$ cat src/design/bpc_pkg.sv
// Package for the barometric pressure and temperature compensation core.
// Holds the payload and trim types, datapath widths and the rounding helper.
// No dependencies.
package bpc_pkg;

   // Number of register stages from the input item to the result register.
   localparam int unsigned PIPE_DEPTH = 19;

   // Datapath widths, sized from the bounds of the trim words and raw inputs.
   localparam int unsigned RAW_W  = 24;
   localparam int unsigned D_W    = 25;
   localparam int unsigned NT_W   = 61;
   localparam int unsigned TQ_W   = 41;
   localparam int unsigned SQ2_W  = 48;
   localparam int unsigned SQ3_W  = 56;
   localparam int unsigned DQ_W   = 50;
   localparam int unsigned C_W    = 60;
   localparam int unsigned A_W    = 56;
   localparam int unsigned RND_W  = 128;
   localparam int unsigned CSR_DATA_W = 48;

   // Saturation limits of the two results.
   localparam int TEMP_MAX  = 8388607;
   localparam int TEMP_MIN  = -8388608;
   localparam int PRESS_MAX = 16777215;

   // Register indexes of the configuration port.
   typedef enum logic [1:0] {
      CSR_TEMP_TRIM  = 2'd0,
      CSR_PRESS_LOW  = 2'd1,
      CSR_PRESS_MID  = 2'd2,
      CSR_PRESS_HIGH = 2'd3
   } csr_index_type;

   typedef struct packed {
      logic [RAW_W-1:0] raw_pressure;
      logic [RAW_W-1:0] raw_temperature;
   } req_payload_type;

   typedef struct packed {
      logic signed [23:0] temperature_out;
      logic [23:0]        pressure_out;
      logic               clipped;
   } rsp_payload_type;

   // Trim words split into their fields; signedness is applied where used.
   typedef struct packed {
      logic [15:0] t1;
      logic [15:0] t2;
      logic [7:0]  t3;
      logic [15:0] p1;
      logic [15:0] p2;
      logic [7:0]  p3;
      logic [7:0]  p4;
      logic [15:0] p5;
      logic [15:0] p6;
      logic [7:0]  p7;
      logic [7:0]  p8;
      logic [15:0] p9;
      logic [7:0]  p10;
      logic [7:0]  p11;
   } trim_type;

   // What the temperature section hands to the pressure section.
   typedef struct packed {
      logic [RAW_W-1:0] rp;
      logic [23:0]      tv;
      logic [TQ_W-1:0]  tq;
      logic             clip;
   } temp_stage_type;

   // Fields carried alongside the pressure polynomial.
   typedef struct packed {
      logic [RAW_W-1:0] rp;
      logic [23:0]      tv;
      logic             clip;
   } carry_type;

   function automatic trim_type trim_decode(input logic [39:0] temp_trim,
                                            input logic [31:0] press_low,
                                            input logic [47:0] press_mid,
                                            input logic [47:0] press_high);
      trim_type t;
      t.t1  = temp_trim[15:0];
      t.t2  = temp_trim[31:16];
      t.t3  = temp_trim[39:32];
      t.p1  = press_low[15:0];
      t.p2  = press_low[31:16];
      t.p3  = press_mid[7:0];
      t.p4  = press_mid[15:8];
      t.p5  = press_mid[31:16];
      t.p6  = press_mid[47:32];
      t.p7  = press_high[7:0];
      t.p8  = press_high[15:8];
      t.p9  = press_high[31:16];
      t.p10 = press_high[39:32];
      t.p11 = press_high[47:40];
      return t;
   endfunction

   // Divide by 2^s, rounding half away from zero. Called with constant s >= 1.
   function automatic logic signed [RND_W-1:0] rnd_shift(input logic signed [RND_W-1:0] x,
                                                         input int unsigned s);
      logic signed [RND_W-1:0] half;
      logic signed [RND_W-1:0] sum;
      half = RND_W'(1) <<< (s - 1);
      sum  = x + half - RND_W'(x[RND_W-1]);
      return sum >>> s;
   endfunction

endpackage

$ cat src/design/bpc_mul.sv
// Two-stage signed multiplier built from four registered partial products.
// Depends on nothing; used by the temperature and pressure sections.
module bpc_mul #(
   parameter int unsigned WA = 32,
   parameter int unsigned WB = 32
) (
   input  logic                      clock,
   input  logic                      advance,
   input  logic signed [WA-1:0]      a,
   input  logic signed [WB-1:0]      b,
   output logic signed [WA+WB-1:0]   product
);

   localparam int unsigned LA = WA / 2;
   localparam int unsigned HA = WA - LA;
   localparam int unsigned LB = WB / 2;
   localparam int unsigned HB = WB - LB;
   localparam int unsigned WP = WA + WB;

   logic signed [LA:0]          a_lo;
   logic signed [HA-1:0]        a_hi;
   logic signed [LB:0]          b_lo;
   logic signed [HB-1:0]        b_hi;
   logic signed [LA+LB+1:0]     pp_ll_in, pp_ll_ff;
   logic signed [LA+HB:0]       pp_lh_in, pp_lh_ff;
   logic signed [HA+LB:0]       pp_hl_in, pp_hl_ff;
   logic signed [HA+HB-1:0]     pp_hh_in, pp_hh_ff;
   logic signed [WP-1:0]        product_in, product_ff;

   // Split each operand into an unsigned low half and a signed high half.
   assign a_lo = $signed({1'b0, a[LA-1:0]});
   assign a_hi = a[WA-1:LA];
   assign b_lo = $signed({1'b0, b[LB-1:0]});
   assign b_hi = b[WB-1:LB];

   assign pp_ll_in = a_lo * b_lo;
   assign pp_lh_in = a_lo * b_hi;
   assign pp_hl_in = a_hi * b_lo;
   assign pp_hh_in = a_hi * b_hi;

   // First stage: the four partial products.
   always_ff @(posedge clock) begin
      if (advance) begin
         pp_ll_ff <= pp_ll_in;
         pp_lh_ff <= pp_lh_in;
         pp_hl_ff <= pp_hl_in;
         pp_hh_ff <= pp_hh_in;
      end
   end

   // Second stage: weight and sum the partial products.
   assign product_in = (WP'(pp_hh_ff) <<< (LA + LB)) + (WP'(pp_hl_ff) <<< LA)
                     + (WP'(pp_lh_ff) <<< LB) + WP'(pp_ll_ff);

   always_ff @(posedge clock) begin
      if (advance) begin
         product_ff <= product_in;
      end
   end

   assign product = product_ff;

endmodule

$ cat src/design/bpc_temp.sv
// Temperature section: linearized temperature from the raw sample, six stages.
// Depends on bpc_pkg and bpc_mul.
module bpc_temp
   import bpc_pkg::*;
(
   input  logic            clock,
   input  logic            advance,
   input  req_payload_type req_data,
   input  trim_type        trim,
   output temp_stage_type  stage_out
);

   logic [RAW_W-1:0]        rp_ff [5];
   logic signed [D_W-1:0]   d_in, d_ff;
   logic signed [41:0]      pdt2_in, pdt2_ff [3];
   logic signed [49:0]      pdd_in, pdd_ff;
   logic signed [57:0]      m_prod;
   logic signed [NT_W-1:0]  nt_in, nt_ff;
   logic signed [NT_W-1:0]  tv_full;
   logic signed [TQ_W-1:0]  tq_full;
   logic signed [23:0]      tv_sat;
   logic                    clip;
   temp_stage_type          stage_in, stage_ff;

   // Stage 1: offset of the raw temperature from its trim point.
   assign d_in = $signed({1'b0, req_data.raw_temperature}) - $signed({1'b0, trim.t1, 8'b0});

   // Stage 2: linear and square terms of the offset.
   assign pdt2_in = d_ff * $signed({1'b0, trim.t2});
   assign pdd_in  = d_ff * d_ff;

   // Stages 3 and 4: square term scaled by the signed curvature trim.
   bpc_mul #(.WA(50), .WB(8)) u_curv (
      .clock   (clock),
      .advance (advance),
      .a       (pdd_ff),
      .b       ($signed(trim.t3)),
      .product (m_prod)
   );

   // Stage 5: temperature scaled by 2^32.
   assign nt_in = (NT_W'(pdt2_ff[2]) <<< 18) + NT_W'(m_prod);

   // Stage 6: round, saturate and form the Q16 temperature.
   assign tv_full = NT_W'(rnd_shift(RND_W'(nt_ff), 32));
   assign tq_full = TQ_W'(rnd_shift(RND_W'(nt_ff), 16));

   always_comb begin
      clip   = 1'b0;
      tv_sat = tv_full[23:0];
      if (tv_full > NT_W'(TEMP_MAX)) begin
         tv_sat = 24'(TEMP_MAX);
         clip   = 1'b1;
      end else if (tv_full < NT_W'(TEMP_MIN)) begin
         tv_sat = 24'(TEMP_MIN);
         clip   = 1'b1;
      end
      stage_in.rp   = rp_ff[4];
      stage_in.tv   = tv_sat;
      stage_in.tq   = clip ? (TQ_W'(tv_sat) <<< 16) : tq_full;
      stage_in.clip = clip;
   end

   always_ff @(posedge clock) begin
      if (advance) begin
         rp_ff[0]   <= req_data.raw_pressure;
         rp_ff[1]   <= rp_ff[0];
         rp_ff[2]   <= rp_ff[1];
         rp_ff[3]   <= rp_ff[2];
         rp_ff[4]   <= rp_ff[3];
         d_ff       <= d_in;
         pdt2_ff[0] <= pdt2_in;
         pdt2_ff[1] <= pdt2_ff[0];
         pdt2_ff[2] <= pdt2_ff[1];
         pdd_ff     <= pdd_in;
         nt_ff      <= nt_in;
         stage_ff   <= stage_in;
      end
   end

   assign stage_out = stage_ff;

endmodule

$ cat config.mk
export PLATFORM = sky130hd
export DESIGN_NAME = bpc_temp
export DESIGN_NICKNAME = d
export VERILOG_FILES = /design/src/design/bpc_pkg.sv /design/src/design/bpc_mul.sv /design/src/design/bpc_temp.sv
export SDC_FILE = /design/constraint.sdc
export NUM_CORES = 2
export LEC_CHECK = 0
export ABC_AREA = 1
export BUFFER_PORTS_ARGS = -buffer_cell sky130_fd_sc_hd__buf_2
export CORE_MARGIN = 5
export CORE_UTILIZATION = 50
export CTS_CLUSTER_SIZE = 12
export DETAILED_ROUTE_END_ITERATION = 10
export PLACE_DENSITY_LB_ADDON = 0.12
export SLEW_MARGIN = 20
export SYNTH_ARGS = -nofsm -noshare
export SYNTH_HDL_FRONTEND = slang
export SYNTH_SLANG_ARGS = --single-unit
$ cat constraint.sdc
create_clock -name clock -period 8 [get_ports clock]
set_input_delay 0.8 -clock clock [delete_from_list [all_inputs] [get_ports clock]]
set_output_delay 0.8 -clock clock [all_outputs]
set_load 0.005 [all_outputs]
* Word level (Yosys, flattened, before mapping)
Memories as Yosys holds them, arrays and structs flattened. A register that Yosys moved wholly into a read port is not among the register bits.
Cells that the tools add are included.
** Operators by class
- $add $sub $neg :: 9
- Multiply operators :: 6
- $lt $le $gt $ge :: 2
- Multiplexer cells :: 7
** Operators with widths (number)
- 62-bit by 2-bit subtractor with 63-bit output :: 1
- 61-bit by 33-bit adder with 62-bit output (second input constant) :: 1
- 60-bit by 58-bit adder with 61-bit output :: 1
- 58-bit by 30-bit adder with 58-bit output :: 1
- 58-bit by 34-bit adder with 58-bit output :: 1
- 58-bit by 55-bit adder with 58-bit output :: 1
- 25-bit by 4-bit multiplier with 29-bit output :: 2
- 57-bit by 17-bit adder with 57-bit output (second input constant) :: 1
- 57-bit by 2-bit subtractor with 57-bit output :: 1
- 25-bit by 25-bit multiplier with 50-bit output :: 1
- 24-bit 2-to-1 mux :: 2
- 25-bit by 17-bit multiplier with 42-bit output :: 1
- 41-bit 2-to-1 mux :: 1
- 31-bit by 24-bit greater-than comparator with 1-bit output (second input constant) :: 1
- 31-bit by 24-bit < comparator with 1-bit output (second input constant) :: 1
- 25-bit by 5-bit multiplier with 30-bit output :: 1
- 26-bit by 4-bit multiplier with 30-bit output :: 1
- 24-bit by 24-bit subtractor with 25-bit output :: 1
- 1-bit 2-to-1 mux :: 4
** Word-level totals
- Flip-flop bits (word level) :: 378
- RAM bits :: 246
- Output and inout bits :: 90
- Word-level logic and storage cells :: 38
- Memories :: 2
** Memory list
- pdt2_ff :: words 3, bits a word 42, rd ports 3, clocked after memory_dff 0, write ports 3, line bpc_temp.sv:15 : logic signed [41:0] pdt2_in, pdt2_ff [3];
- rp_ff :: words 5, bits a word 24, rd ports 5, clocked after memory_dff 1, write ports 5, line bpc_temp.sv:13 : logic [RAW_W-1:0] rp_ff [5];

* Longest topological paths before layout
- Word-level depth :: 6
- Mapped depth :: 29
- Depth with buffers taken out :: 27

* By module
A second synthesis with hierarchy kept.
** Unflattened totals
- Cells, all modules :: 10301
- Area total of the unflattened synthesis :: 86021.3 um^2
** By module, submodules not included
- bpc_temp :: times used 1, cells each 6727, area an instance 60081.4 um^2, seq. area each 14143.6 um^2
- bpc_mul :: times used 1, cells each 3574, area an instance 25939.9 um^2, seq. area each 5285.1 um^2

* Worst setup path before layout
No wires, ideal clock.
- Path kind :: reg2reg
- Start point :: reg d_ff[24]
- End point :: reg pdd_ff[43] (data pin)
- Setup time :: 265 ps
- Arrival :: 6401 ps
- Required time :: 7735 ps
- Setup slack :: 1334 ps
- Cell stages (with the launch flop) :: 22
- Clock period less this slack :: 6666 ps
- Path through :: edfxtp_1 -> clkbuf_1 -> buf_1 -> nand2_1 -> inv_1 -> fa_1 -> fa_1 -> inv_1 -> fa_1 -> inv_1 -> fa_1 -> fa_1 -> fa_1 -> fa_1 -> ha_1 -> nand2_1 -> nor2_1 -> nand2_1 -> nor3_1 -> nand3_1 -> o211ai_1 -> xor2_1
** On the way
- Longest elaborated chain between the ends :: 1
** RTL lines
- start, declared :: line bpc_temp.sv:14 : logic signed [D_W-1:0] d_in, d_ff;
- start signal, assigned :: line bpc_temp.sv:71 : d_ff <= d_in;
- 25-bit by 25-bit multiplier with 50-bit output :: line bpc_temp.sv:30 : assign pdd_in = d_ff * d_ff;
- via pdd_in[43] :: line bpc_temp.sv:16 : logic signed [49:0] pdd_in, pdd_ff;
- end signal, assigned :: line bpc_temp.sv:75 : pdd_ff <= pdd_in;
- end, declared :: line bpc_temp.sv:16
The timed path passes the listed nets, and every way through them passes these cells.
A chain may end at the register's enable or synchronous reset.

* Worst setup path after layout
- Start point :: reg d_ff[12]
- End point :: reg pdd_ff[43] (data pin)
The elaborated chain is that of the path after synthesis.

==> key figures <==
Outcome
  • Outcome: finished clean

Critical path
  • Top cell by count, worst path: fa_1
  • Crit path from: d_ff[12]
  • Worst setup path end: pdd_ff[43]
  • Critical path launch point type: flip-flop
  • Reg-to-reg startpoint: d_ff[12]
  • Crit-path cells: buf_12 -> nand2_1 -> fa_1 -> inv_1 -> fa_1 -> inv_1 -> fa_1 -> fa_1 -> fa_1 -> inv_1 -> fa_1 -> fa_1 -> ha_1 -> nand2_1 -> nor2_1 -> nand2_1 -> nor3_1 -> nand3_1 -> o211ai_1 -> xor2_1
  • Crit-path max cell delay: 0.91 ns
  • Capture point of the worst reg-to-reg path: pdd_ff[43]
  • Crit path max-delay cell type: edfxtp_1
  • Kind of end point of the critical path: flip-flop
  • CP required: 8.50 ns
  • Critical Path AT: between 7 and 8 ns
  • Crit Path Class: flip-flop to flip-flop
  • R2R cell count: 20
  • R2R setup slack: 0.72 ns
  • Worst Path Max Fanout: 18

STA
  • Fin Setup TNS: 0 ns
  • Final period utilization: 91.0%
  • Max Fclk: 0.137 GHz
  • Clk_skew: 0.0403 ns
  • Max Slew Vio Count: 0
  • Final hold vios: 0
  • Slew margin rel.: 32.2%
  • Hold slack: 0.292 ns
  • Setup-failing EPs final: 0
  • Min Clock Period, post-route: 7.28 ns
  • RSZ-0062 raised after global routing: false
  • Worst Tran Pin Value: slightly above 1 ns

Logic synthesis
  • Cell area after synthesis: 82,700 um^2
  • Flops & latches, synth: 647
  • Post-synth EDFFs: 647
  • Post-synthesis cell count: between 9,000 and 10,000
  • Top_reg_cell synth: edfxtp_1
  • Leading area contributor after synthesis: fa_1
  • Synth top area cells: fa_1 30%, edfxtp_1 23%, inv_1 11%, ha_1 9.9%, nand2_1 9.5%
  • Synthesized area per cell: 8.72 um^2
  • Netlist cell types: 52
  • Asr flop ratio synth: 0%
  • Post-synth top area share: 29.6%
  • Seq/Total Area, Yosys: 23.5%
  • Yosys warns: 0

Global routing
  • Largest net degree at the start of global routing: 170
  • Antenna violations before repair: 8
  • Gr usage total: 25.0%
  • First-pass GRT wire length: 343,000 um
  • Total gr overflow: 0
  • Vias in the first global route: between 60,000 and 70,000

Final layout
  • Area delta synth->final: 6.83%
  • NumNets Final: ~12,000
  • Layout cells sized above 1: 4.98%
  • Fillers: 15,300
  • Antenna cell count: 0
  • Final core utilization: 53.7%
  • Commonest non-fill, non-tap cell in the layout: inv_1
  • Post-route cell area: 88,300 um^2
  • Commonest non-fill, non-tap cells in the layout: 2,413 x inv_1, 2,101 x nand2_1, 1,224 x fa_1

Floorplanning
  • Ports: ~310
  • Die W: between 400 and 500 um
  • Die Span Y: ~420 um
  • Core outline area: 165,000 um^2
  • Starting Density: 50.2%
  • Number of cell rows: about 150
  • Total die area: between 150,000 and 200,000 um^2

Clocking
  • Resize count post-CTS: 0
  • Insertion delay to the later sink of the worst-skew pair: around 0.68 ns
  • Clock-pin transition on the worst setup and hold timing paths: roughly 0.06 ns
  • Postcts setup bufs: 0
  • H-tree depth: 3
  • TritonCTS clock tree: done
  • Cts hold-fix bufs: 0
  • TritonCTS Buffers: 77
  • Root buf cell: clkbuf_16
  • CTS Buffer Depth: 3
  • Clock sink count: 647

Drt
  • DRT iter0 DRCs: around 3,700
  • Drt total wl: 214,000 um
  • WL/cell: 18.1 um
  • Via Count: around 60,000
  • Vias per cell: between 5 and 6
  • Pre-antenna DRT Iters: 8
  • DRC errors left: 0
  • Final ANT Viol Nets: 0

Place
  • Detail Placement HPWL: 179,000 um
  • Cell area after placement: 85,900 um^2
  • Port buffer count: ~180
  • RePlAce Congestion: ~0.95

Flow run
  • Max-cap violations: 0

Worst hold path
  • Worst min-delay path class: input port to flip-flop
## final cells by class
| type | instances | area, um^2 | area share [%] |
|---|---|---|---|
| timing repair buffer | 258 | 1590 | 1.80 |
| clock inverter | 39 | 432 | 0.489 |
| multi-input combinational | 6133 | 53000 | 60.0 |
| sequential | 647 | 19400 | 22.0 |
| tap | 2189 | 2740 | 3.10 |
| clock buffer | 90 | 2000 | 2.26 |
| inverter | 2428 | 9110 | 10.3 |
## cells by family (layout without fill, tap and decap cells)
kind of cell / after synthesis / in the layout / share of synthesized area (%)
AND/OR/NAND/NOR: 2917 / 2917 / 14.1
buffers and inverters: 2702 / 2815 / 12.4
adder cells (fa/ha/maj): 1878 / 1878 / 39.5
AO/OA/AOI/OAI: 952 / 952 / 6.42
flip-flops: 647 / 647 / 23.5
XOR/XNOR: 383 / 383 / 4.06
other: 2 / 3 / 0.00908
## sequential cells by signal (all words and copies together), names as in the netlist, 29 cells and up
signal / flops
u_curv.pp_hl_ff: 30
u_curv.pp_lh_ff: 30
stage_out: 90
pdt2_ff: 126
pdd_ff: 49
u_curv.product: 58
u_curv.pp_hh_ff: 29
u_curv.pp_ll_ff: 29
rp_ff: 120
nt_ff: 61
## how the worst min path moves through the flow
stage	from	end	slack (ns)	cells after the start
final	req_data[0]	d_ff[0]	0.29	1
after global routing	req_data[0]	d_ff[0]	0.25	1
after floorplan	u_curv.product[0]	nt_ff[0]	0.40	0
after global placement	rp_ff[1][22]	rp_ff[2][22]	0.40	0
after CTS	req_data[0]	d_ff[0]	0.23	1
after detailed placement	u_curv.product[15]	nt_ff[15]	0.40	0
## synth_stat cells, types with 65 or more instances
| library cell | instances |
|---|---|
| ha_1 | 654 |
| nand3_1 | 160 |
| nand2_1 | 2101 |
| xor2_1 | 236 |
| edfxtp_1 | 647 |
| o21ai_0 | 242 |
| clkbuf_1 | 245 |
| nor2_1 | 440 |
| a21oi_1 | 473 |
| inv_1 | 2413 |
| fa_1 | 1224 |
| a31oi_1 | 65 |
| xnor2_1 | 147 |
## critical path: cells and delay by family, from the launching register on
family                   cells  cell delay [ns]
buffers and inverters        4             0.60
AO/OA/AOI/OAI                1             0.20
XOR/XNOR                     1             0.23
AND/OR/NAND/NOR              6             0.91
adder cells (fa/ha/maj)      8             4.27
flip-flops                   1             0.91
## stage by stage
stage,setup slack (ns),std cells
final,0.723,11800
after global routing,0.232,11800
after CTS,0.707,11800
after detailed placement,0.685,11700
after global placement,0.765,11700
after floorplan,1.33,9482
## routing by layer
metal  vias to the layer above  global-route usage [%]  wire length [um]
met4                         2                    6.57              6020
met2                      1490                    43.1            103000
met3                       311                    3.09             10400
li1                      28900                       -                 -
met1                     29500                    33.6             93700
met5                         -                       0                10
Power is not shown: default switching activity piles up to over one toggle a cycle in this logic, so the estimate is an artifact.
